`src/rtl/mte_pkg.sv`:
```
// Package for the timer slot table: transfer payload types, opcodes and the
// link record that passes along the row of timer cells. No dependencies.
package mte_pkg;

  localparam int SLOT_W = 4;
  localparam int WORD_W = 32;

  localparam logic [1:0] OP_ADD  = 2'd0;
  localparam logic [1:0] OP_DEL  = 2'd1;
  localparam logic [1:0] OP_TICK = 2'd2;

  typedef struct packed {
    logic [1:0]        opcode;
    logic [SLOT_W-1:0] slot;
    logic              one_shot;
    logic [WORD_W-1:0] interval;
    logic [WORD_W-1:0] now_time;
  } item_t;

  typedef struct packed {
    logic [SLOT_W-1:0] fired_slot;
    logic              fired_once;
    logic              last;
  } result_t;

  // add/delete request broadcast to every cell
  typedef struct packed {
    logic              add;
    logic              del;
    logic [SLOT_W-1:0] slot;
    logic              one_shot;
    logic [WORD_W-1:0] interval;
  } cmd_t;

  // fire report rippled from cell to cell
  typedef struct packed {
    logic              hit;
    logic [SLOT_W-1:0] slot;
    logic              once;
  } link_t;

endpackage

```
`src/rtl/mte_cell.sv`:
```
// One timer slot: valid/one-shot marks, interval, start time and the scan token.
// Uses mte_pkg. Instantiated in a row by multi_timer_expiry_table.
module mte_cell #(
  parameter int IDX       = 0,
  parameter int TIME_BITS = 32
) (
  input  logic                 clk,
  input  logic                 rst,
  input  mte_pkg::cmd_t        cmd,
  input  logic [TIME_BITS-1:0] now,
  input  logic                 adv,
  input  logic                 tok_in,
  output logic                 tok,
  input  mte_pkg::link_t       link_in,
  output mte_pkg::link_t       link_out
);

  localparam int CMP_W = (TIME_BITS > mte_pkg::WORD_W) ? TIME_BITS : mte_pkg::WORD_W;
  localparam bit REACH = IDX < (1 << mte_pkg::SLOT_W);
  localparam logic [mte_pkg::SLOT_W-1:0] ID = mte_pkg::SLOT_W'(IDX);

  logic                       valid;
  logic                       once;
  logic [mte_pkg::WORD_W-1:0] interval;
  logic [TIME_BITS-1:0]       start;
  logic [TIME_BITS-1:0]       elapsed;
  logic                       sel;
  logic                       arm;
  logic                       hit;

  assign sel     = REACH && (cmd.slot == ID);
  assign arm     = cmd.add && sel && !valid;
  assign elapsed = now - start;
  assign hit     = tok && valid && (CMP_W'(elapsed) >= CMP_W'(interval));

  assign link_out.hit  = link_in.hit | hit;
  assign link_out.slot = hit ? ID : link_in.slot;
  assign link_out.once = hit ? once : link_in.once;

  always_ff @(posedge clk) begin
    if (rst) begin
      valid <= 1'b0;
      once  <= 1'b0;
      tok   <= 1'b0;
    end else begin
      if (adv) begin
        tok <= tok_in;
      end
      if (arm) begin
        valid <= 1'b1;
        once  <= cmd.one_shot;
      end else if (cmd.del && sel) begin
        valid <= 1'b0;
      end else if (adv && hit && once) begin
        valid <= 1'b0;
      end
    end
  end

  always_ff @(posedge clk) begin
    if (arm) begin
      interval <= cmd.interval;
      start    <= now;
    end else if (adv && hit && !once) begin
      start <= now;
    end
  end

endmodule

```
`src/rtl/multi_timer_expiry_table.sv`:
```
// Top level of the timer slot table: command decode, scan control and output
// register around a row of mte_cell instances. Uses mte_pkg.
//
//   channel  signals                          direction  payload
//   in       in_valid / in_stall / in_data    to block   mte_pkg::item_t
//   out      out_valid / out_stall / out_data from block mte_pkg::result_t
//   cfg      cfg_valid / cfg_ready / cfg_data to block   enable bit
//
// Add, delete, unused opcodes and ticks while disabled complete without a scan.
// An enabled tick passes a token down the cell row, one cell per cycle while
// the output is not stalled. A fire is held one step so the final one can
// carry last; in_stall is high during the scan and the flush that follows.
// Synchronous reset empties the table and clears enable.
module multi_timer_expiry_table #(
  parameter int NUM_SLOTS = 16,
  parameter int TIME_BITS = 32
) (
  input  logic              clk,
  input  logic              rst,
  input  logic              in_valid,
  output logic              in_stall,
  input  mte_pkg::item_t    in_data,
  output logic              out_valid,
  input  logic              out_stall,
  output mte_pkg::result_t  out_data,
  input  logic              cfg_valid,
  output logic              cfg_ready,
  input  logic              cfg_data
);

  logic                 enable;
  logic                 scan;
  logic                 flush;
  logic [TIME_BITS-1:0] scan_now;
  logic [TIME_BITS-1:0] now;
  logic                 pend_v;
  mte_pkg::result_t     pend;
  mte_pkg::cmd_t        cmd;
  mte_pkg::link_t       links [NUM_SLOTS+1];
  logic [NUM_SLOTS:0]   tin;
  mte_pkg::link_t       link;
  mte_pkg::result_t     push_data;
  logic                 push;
  logic                 in_accept;
  logic                 start;
  logic                 step;
  logic                 adv;
  logic                 out_free;

  assign cfg_ready = 1'b1;
  assign in_stall  = scan | flush;
  assign in_accept = in_valid && !in_stall;
  assign out_free  = !out_valid || !out_stall;
  assign start     = in_accept && (in_data.opcode == mte_pkg::OP_TICK) && enable;
  assign step      = scan && out_free;
  assign adv       = start || step;
  assign now       = scan ? scan_now : TIME_BITS'(in_data.now_time);

  assign cmd.add      = in_accept && (in_data.opcode == mte_pkg::OP_ADD);
  assign cmd.del      = in_accept && (in_data.opcode == mte_pkg::OP_DEL);
  assign cmd.slot     = in_data.slot;
  assign cmd.one_shot = in_data.one_shot;
  assign cmd.interval = in_data.interval;

  assign links[0] = '0;
  assign tin[0]   = start;
  assign link     = links[NUM_SLOTS];

  for (genvar g = 0; g < NUM_SLOTS; g++) begin : g_cell
    mte_cell #(
      .IDX       (g),
      .TIME_BITS (TIME_BITS)
    ) u_cell (
      .clk      (clk),
      .rst      (rst),
      .cmd      (cmd),
      .now      (now),
      .adv      (adv),
      .tok_in   (tin[g]),
      .tok      (tin[g+1]),
      .link_in  (links[g]),
      .link_out (links[g+1])
    );
  end

  always_comb begin
    push      = 1'b0;
    push_data = pend;
    if (step && link.hit && pend_v) begin
      push           = 1'b1;
      push_data.last = 1'b0;
    end else if (flush && out_free && pend_v) begin
      push           = 1'b1;
      push_data.last = 1'b1;
    end
  end

  always_ff @(posedge clk) begin
    if (rst) begin
      enable    <= 1'b0;
      scan      <= 1'b0;
      flush     <= 1'b0;
      pend_v    <= 1'b0;
      out_valid <= 1'b0;
    end else begin
      if (cfg_valid && cfg_ready) begin
        enable <= cfg_data;
      end
      if (start) begin
        scan <= 1'b1;
      end else if (step && tin[NUM_SLOTS]) begin
        scan  <= 1'b0;
        flush <= 1'b1;
      end else if (flush && out_free) begin
        flush <= 1'b0;
      end
      if (step && link.hit) begin
        pend_v <= 1'b1;
      end else if (flush && out_free) begin
        pend_v <= 1'b0;
      end
      if (push) begin
        out_valid <= 1'b1;
      end else if (!out_stall) begin
        out_valid <= 1'b0;
      end
    end
  end

  always_ff @(posedge clk) begin
    if (start) begin
      scan_now <= TIME_BITS'(in_data.now_time);
    end
    if (step && link.hit) begin
      pend.fired_slot <= link.slot;
      pend.fired_once <= link.once;
      pend.last       <= 1'b0;
    end
    if (push) begin
      out_data <= push_data;
    end
  end

  a_token_onehot: assert property (@(posedge clk) disable iff (rst)
    $onehot0(tin[NUM_SLOTS:1]))
    else $error("more than one scan token in the cell row");

  a_phase_excl: assert property (@(posedge clk) disable iff (rst)
    !(scan && flush))
    else $error("scan and flush active together");

  a_tick_disabled: assert property (@(posedge clk) disable iff (rst)
    (in_valid && !in_stall && in_data.opcode == mte_pkg::OP_TICK && !enable)
      |=> !in_stall)
    else $error("tick while disabled started a scan");

endmodule

```
`config.mk`:
```
export PLATFORM = sky130hd
export DESIGN_NAME = multi_timer_expiry_table
export DESIGN_NICKNAME = d
export VERILOG_FILES = /design/src/rtl/mte_pkg.sv /design/src/rtl/mte_cell.sv /design/src/rtl/multi_timer_expiry_table.sv
export SDC_FILE = /design/constraint.sdc
export NUM_CORES = 2
export LEC_CHECK = 0
export BUFFER_PORTS_ARGS = -buffer_cell sky130_fd_sc_hd__buf_2
export CORE_ASPECT_RATIO = 0.9
export CORE_MARGIN = 5
export CORE_UTILIZATION = 40
export DETAILED_ROUTE_END_ITERATION = 8
export PLACE_DENSITY_LB_ADDON = 0.2
export SLEW_MARGIN = 40
export SYNTH_ARGS = -nofsm -noshare
export SYNTH_HDL_FRONTEND = slang
export SYNTH_SLANG_ARGS = --single-unit
```
`constraint.sdc`:
```
create_clock -name clk -period 10.18 [get_ports clk]
set_clock_uncertainty 0.2 [all_clocks]
set_input_delay 0.509 -clock clk [delete_from_list [all_inputs] [get_ports clk]]
set_output_delay 0.509 -clock clk [all_outputs]
set_load 0.05 [all_outputs]
```
After elaboration in Yosys (flattened, before gate mapping)
Cells that the tools add are included.
{"block": "totals", "regBits": 1120, "in_bits": 77, "word_cells": 498}
{"block": "classes", "add_sub_neg": 16, "order_cmp": 16, "eq_ne": 18, "mux": 120, "bitwise": 17, "reduce_logical": 217}
{"op": "two-way mux 32 bit", "count": 33}
{"op": ">= comparator 32 bit", "count": 16}
{"op": "subtractor 32 bit", "count": 16}
{"op": "logical AND 1 bit", "count": 139}
{"op": "two-way mux 1 bit", "count": 75}
{"op": "nonzero test 3 bit", "count": 16}
{"op": "nonzero test 2 bit", "count": 19}
{"op": "logical NOT 1 bit", "count": 35}
{"op": "equality test 4 bit, second input constant", "count": 8}
{"op": "two-way mux 3 bit", "count": 8}
{"op": "equality test 4 x 3 -> 1 bit, second input constant", "count": 4}
{"op": "OR 1 bit", "count": 16}
{"op": "equality test 4 x 2 -> 1 bit, second input constant", "count": 2}
{"op": "two-way mux 2 bit", "count": 4}
{"op": "OR reduction 8 bit", "count": 1}
{"op": "equality test 4 x 1 -> 1 bit, second input constant", "count": 1}
{"op": "logical NOT 4 bit", "count": 1}
{"op": "OR reduction 4 bit", "count": 1}
{"op": "equality test 2 x 1 -> 1 bit, second input constant", "count": 1}
{"op": "equality test 2 bit, second input constant", "count": 1}
{"op": "logical NOT 2 bit", "count": 1}
{"op": "logical OR 1 bit", "count": 2}
{"op": "inequality test 2 x 1 -> 1 bit, second input constant", "count": 1}
{"op": "AND reduction 2 bit", "count": 1}
{"op": "2 further kinds", "count": 2}

Logic depth before layout (Yosys ltp)
{"block": "depth", "ltp_word": 23, "depth_mapped": 30, "mapped_depth_nobuf": 28}

Cells and area by module
Synthesis repeated with hierarchy kept, for this count alone.
{"block": "hier_totals", "hier_cells": 7642, "hier_area_um2": 77765.8}
{"module": "mte_cell at g_cell[11].u_cell ...", "n_inst": 3, "cells_each": 474, "area_each_um2": 4760.8, "seq_area_each_um2": 1981.9}
{"module": "mte_cell at g_cell[1].u_cell ...", "n_inst": 3, "cells_each": 474, "area_each_um2": 4755.8, "seq_area_each_um2": 1981.9}
{"module": "mte_cell at g_cell[13].u_cell ...", "n_inst": 2, "cells_each": 466, "area_each_um2": 4727.0, "seq_area_each_um2": 1981.9}
{"module": "mte_cell at g_cell[15].u_cell", "n_inst": 1, "cells_each": 475, "area_each_um2": 4765.8, "seq_area_each_um2": 1981.9}
{"module": "mte_cell at g_cell[3].u_cell", "n_inst": 1, "cells_each": 475, "area_each_um2": 4752.1, "seq_area_each_um2": 1981.9}
{"module": "mte_cell at g_cell[9].u_cell", "n_inst": 1, "cells_each": 473, "area_each_um2": 4738.3, "seq_area_each_um2": 1981.9}
{"module": "mte_cell at g_cell[8].u_cell", "n_inst": 1, "cells_each": 473, "area_each_um2": 4737.0, "seq_area_each_um2": 1981.9}
{"module": "mte_cell at g_cell[0].u_cell", "n_inst": 1, "cells_each": 466, "area_each_um2": 4724.5, "seq_area_each_um2": 1981.9}
{"module": "mte_cell at g_cell[12].u_cell", "n_inst": 1, "cells_each": 464, "area_each_um2": 4713.3, "seq_area_each_um2": 1981.9}
{"module": "mte_cell at g_cell[10].u_cell", "n_inst": 1, "cells_each": 466, "area_each_um2": 4694.5, "seq_area_each_um2": 1981.9}
{"module": "mte_cell at g_cell[7].u_cell", "n_inst": 1, "cells_each": 461, "area_each_um2": 4680.7, "seq_area_each_um2": 1981.9}
{"module": "multi_timer_expiry_table", "n_inst": 1, "cells_each": 113, "area_each_um2": 1955.6, "seq_area_each_um2": 1391.3}

Least setup slack after synthesis
OpenSTA, ideal clock, no wires.
{"block": "synth_path", "kind": "flip-flop to flip-flop", "from": "register scan", "to": "register g_cell[5].u_cell.start[0] (enable)", "setup_ns": 0.470, "t_arrival_ns": 8.165, "required_ns": 9.510, "setup_slack_ns": 1.345, "stages_incl_launch_ff": 25, "path_buffers": 2, "synth_period_minus_slack_ns": 8.835, "path_cell_list": "dfxtp_1 > clkbuf_1 > clkbuf_1 > mux2i_1 > ha_1 > inv_1 > fa_1 > a21o_1 > a21oi_2 > o21ai_1 > nor3b_1 > o211a_1 > o41a_1 > o31a_1 > o211ai_2 > nand2_1 > a31o_1 > a21oi_1 > xnor2_1 > ha_1 > nand4_1 > nor3_1 > nand3_1 > o21a_1 > o31ai_1"}
{"block": "synth_via", "elab_chain_cells": 9, "elab_cells_between_ends": 17, "cone_classes": "add/sub (1); order compare (1); mux (1); bitwise (1); reduce/logical (13)"}
{"element": "start, declared", "line": "multi_timer_expiry_table.sv:32", "text": "logic scan;"}
{"element": "start signal, assigned", "line": "multi_timer_expiry_table.sv:101", "text": "scan <= 1'b0;"}
{"element": "start signal, assigned", "line": "multi_timer_expiry_table.sv:110", "text": "scan <= 1'b1;"}
{"element": "start signal, assigned", "line": "multi_timer_expiry_table.sv:112", "text": "scan <= 1'b0;"}
{"element": "parallel branches: the longest is 8 deep, another holds subtractor 32 bit"}
{"element": "nonzero test 2 bit (no line) *"}
{"element": "end signal, assigned", "line": "mte_cell.sv:63", "text": "start <= now;"}
{"element": "end signal, assigned", "line": "mte_cell.sv:65", "text": "start <= now;"}
{"element": "end, declared", "line": "mte_cell.sv:25", "text": "logic [TIME_BITS-1:0] start;"}
Mark *: on every way between the ends.
A chain may end at the register's enable or synchronous reset.

Final worst setup path
{"block": "layout_path", "from": "register scan", "to": "register out_data[4] in the netlist's numbering (enable)"}
{"block": "layout_via", "elab_chain_cells": 22, "elab_cells_between_ends": 68, "cone_classes": "add/sub (16); order compare (16); mux (2); bitwise (15); reduce/logical (19)"}
{"element": "two-way mux 32 bit *", "line": "multi_timer_expiry_table.sv:57", "text": "assign now = scan ? scan_now : TIME_BITS'(in_data.now_time);"}
{"element": "via g_cell[0].u_cell.now[1]", "line": "mte_cell.sv:10", "text": "input logic [TIME_BITS-1:0] now,"}
{"element": "subtractor 32 bit", "line": "mte_cell.sv:33", "text": "assign elapsed = now - start;"}
{"element": ">= comparator 32 bit", "line": "mte_cell.sv:34", "text": "assign hit = tok && valid && (CMP_W'(elapsed) >= CMP_W'(interval));"}
{"element": "logical AND 1 bit", "line": "mte_cell.sv:34"}
{"element": "OR 1 bit (14 in a row)", "line": "mte_cell.sv:36", "text": "assign link_out.hit = link_in.hit | hit;"}
{"element": "OR 1 bit *", "line": "mte_cell.sv:36"}
{"element": "logical AND 1 bit * (2 in a row)", "line": "multi_timer_expiry_table.sv:89", "text": "if (step && link.hit && pend_v) begin"}
{"element": "two-way mux 1 bit *", "line": "multi_timer_expiry_table.sv:89"}
{"element": "via push", "line": "multi_timer_expiry_table.sv:43", "text": "logic push;"}
{"element": "end signal, assigned", "line": "multi_timer_expiry_table.sv:140", "text": "out_data <= push_data;"}
{"element": "end, declared", "line": "multi_timer_expiry_table.sv:25", "text": "output mte_pkg::result_t out_data,"}
The timed path passes the listed nets; every way through them passes the cells marked *.

==> impl_metrics.tcl <==
set metrics [dict create \
    power-per-cell-area_nw_per_um2 141.5 \
    placed_cells 9252 \
    nets 8149 \
    grt_pass1_wl_microns 282300 \
    ant_nets 0 \
    globalRouteOverflowTotal 0 \
    finalWirelength_microns 184700 \
    hold-worst-slack_ns 0.05522 \
    max-vdd-ir-drop_uv 141.6 \
    numPortBuffers 84 \
    end_kind "register" \
    path_max_fanout 38 \
    dieWidth_microns 456.9 \
    required_ns 10.45 \
    syn_nets 7838 \
    instances_no_fill 9527 \
    cts_tree "yes" \
    grt_max_degree 55 \
    cts_num_sinks 1120 \
    place_ws_ns 1.804 \
    setup_viol 0 \
    track_usage 0.1926 \
    maxSlewViolCount 0 \
    async_flop_share 0 \
    synth_edf_count 1067 \
    final_cell_mix "inv_1, edfxtp_1, ha_1, a21oi_1, xnor2_1" \
    synth_cells 6735 \
    layout_commonest_cell "inv_1" \
    fmax_mhz 123.9 \
    rsz0062_at_grt "no" \
    rows 147 \
    clkTransAtPathRegs_ns 0.06 \
    cts_resized 0 \
    crit_path_start "scan" \
    die_h_microns 412.3 \
    dr.pass1.iters 6 \
    hold_violations 0 \
    hold_path_class "primary input to register" \
    grt_pass1_vias 50510 \
    vias 50330 \
    p_leak_nw 35.55 \
    syn_area_sq_um 71910 \
    synthFlopType "edfxtp_1" \
    gp_congestion 0.8765 \
    drive_above_1_share 0.06779 \
    clockBufferDepth 3 \
    fin_tns_setup_ns 0 \
    drv_cap 0 \
    cts-root-buf "clkbuf_16" \
    worstMarginPinSlew_ns 0.8500 \
    startpoint_type "register" \
    drc 0 \
    finalWorstSetupSlack_ns 2.110 \
    cts-buffers-inserted 131 \
    ys_ff_latch 1120 \
    worstHoldStart "in_data[33]" \
    synth_cell_types 89 \
    syn_area_per_cell_sq_um 10.68 \
    ys_seq_area_frac 0.4603 \
    worstReg2RegStart "scan" \
    status "completed" \
    ios 86 \
    core_area_sq_um 178600 \
    period_share 0.7928 \
    antenna_found_initial 13 \
    die_area_sq_um 188400 \
    htreeDepth 4 \
    dr.first_iter.drc_count 3005 \
    yosysWarningCount 0 \
    insertion_delay_ns 0.77 \
    cp.arrival_ns 8.34 \
    start_util 0.4027 \
    period_minus_slack_ns 8.070 \
    path_class "register to register" \
    slew_headroom 0.4308 \
    hpwl_microns 137700 \
    via_per_inst 5.282 \
    post_drt_wl_per_cell_microns 19.39 \
    syn_to_final_growth_pct 11.98 \
]
kinds of logic after synthesis:
kind of cell / share of synthesized area
AO/OA/AOI/OAI: 0.1488
XOR/XNOR: 0.05517
adder cells (fa/ha/maj): 0.1802
buffers and inverters: 0.06144
flip-flops: 0.4603
multiplexers: 0.007360
other: 0.00005215
AND/OR/NAND/NOR: 0.08665
stage by stage:
| step | cell area, sq um | utilization | total power [mW] |
|---|---|---|---|
| final | 80530 | 0.4509 | 11.39 |
| after detailed placement | 76020 | 0.4256 | 6.925 |
| after CTS | 80510 | 0.4508 | 11.54 |
| after global placement | 75970 | 0.4254 | 6.887 |
| after global routing | 80520 | 0.4509 | 11.93 |
| after floorplan | 71910 | - | 6.396 |
cell type report:
class | count | area (sq um)
fill | 16620 | 98060
inverter | 1149 | 4313
tap | 2384 | 2983
antenna | 3 | 7.507
sequential | 1120 | 33100
clock buffer | 172 | 3580
timing repair buffer | 205 | 1449
clock inverter | 55 | 466.7
multi-input combinational | 4439 | 34630
worst max-delay path, stage by stage (launching register included):
cell,delay [ns]
dfxtp_2,0.65
mux2_2,0.47
buf_4,0.57
ha_1,0.33
nor2b_1,0.13
o21ai_1,0.15
a21oi_1,0.14
o31ai_2,0.38
a31oi_1,0.19
o31ai_1,0.57
a31oi_1,0.27
a21oi_1,0.28
nor2b_1,0.07
a21oi_1,0.18
xnor2_1,0.14
ha_1,0.27
a21o_1,0.16
a21o_1,0.16
a21oi_1,0.18
nand2_1,0.10
a41oi_1,0.15
a2111oi_0,0.09
o31a_1,0.15
o311ai_1,0.70
nand2_1,0.23
nor4_2,0.35
a31o_2,0.25
a21boi_1,0.19
power breakdown:
part	total (mW)	switching [mW]	internal, mW
clock network	4.55	1.91	2.64
registers	5.07	0.00572	5.07
logic	1.77	1.05	0.717
total	11.4	2.96	8.43
final timing paths:
check                                 end  cells past startpoint  slack [ns]
max                           out_data[4]                     27        2.11
min reg2reg                   out_data[3]                      0        0.23
min          g_cell[2].u_cell.interval[1]                      1        0.06
max reg2reg                   out_data[4]                     27        2.11
routing by layer:
layer  global-route usage  up-vias  part of all wire
met5                    0        -                 0
met3              0.02352      356             0.047
met2               0.3301     1155              0.47
met4              0.07449        0             0.038
met1               0.2494    24030              0.44
li1                     -    24780                 -
repair_timing:
item                                   4_1_cts  5_1_grt
buffers inserted                             0        0
hold buffers                                45        0
endpoints found under the hold margin       70        0
flip-flops by register name, summed over array words and instances (netlist names):
register and flops:
g_cell.u_cell.once 16, g_cell.u_cell.start 512, g_cell.u_cell.interval 512, flush 1, scan_now 32, g_cell.u_cell.tok 16
pend 5, out_valid 1, g_cell.u_cell.valid 16, out_data 6, pend_v 1, enable 1
scan 1
synthesized netlist by cell type (32+ instances only):
cell type  count  area [sq um]
inv_1       1149          4313
edfxtp_1    1067         32040
ha_1        1010         12640
a21oi_1      519          2597
xnor2_1      335          2934
nor2_1       331          1242
a21o_1       330          2477
nand2_1      281          1055
o21ai_0      238          1191
nor3_1       133         665.6
xor2_1       118          1033
nand3_1      108         540.5
nand4_1      100         625.6
nor2b_1       89         556.8
nand2b_1      85         531.8
o21bai_1      81         608.1
o21a_1        78         585.6
dfxtp_1       53          1061
a211oi_1      50         375.4
a31oi_1       40         250.2
o211ai_1      33         247.7
or2_2         32         200.2
Note: power is estimated with default switching activity, not from simulation.
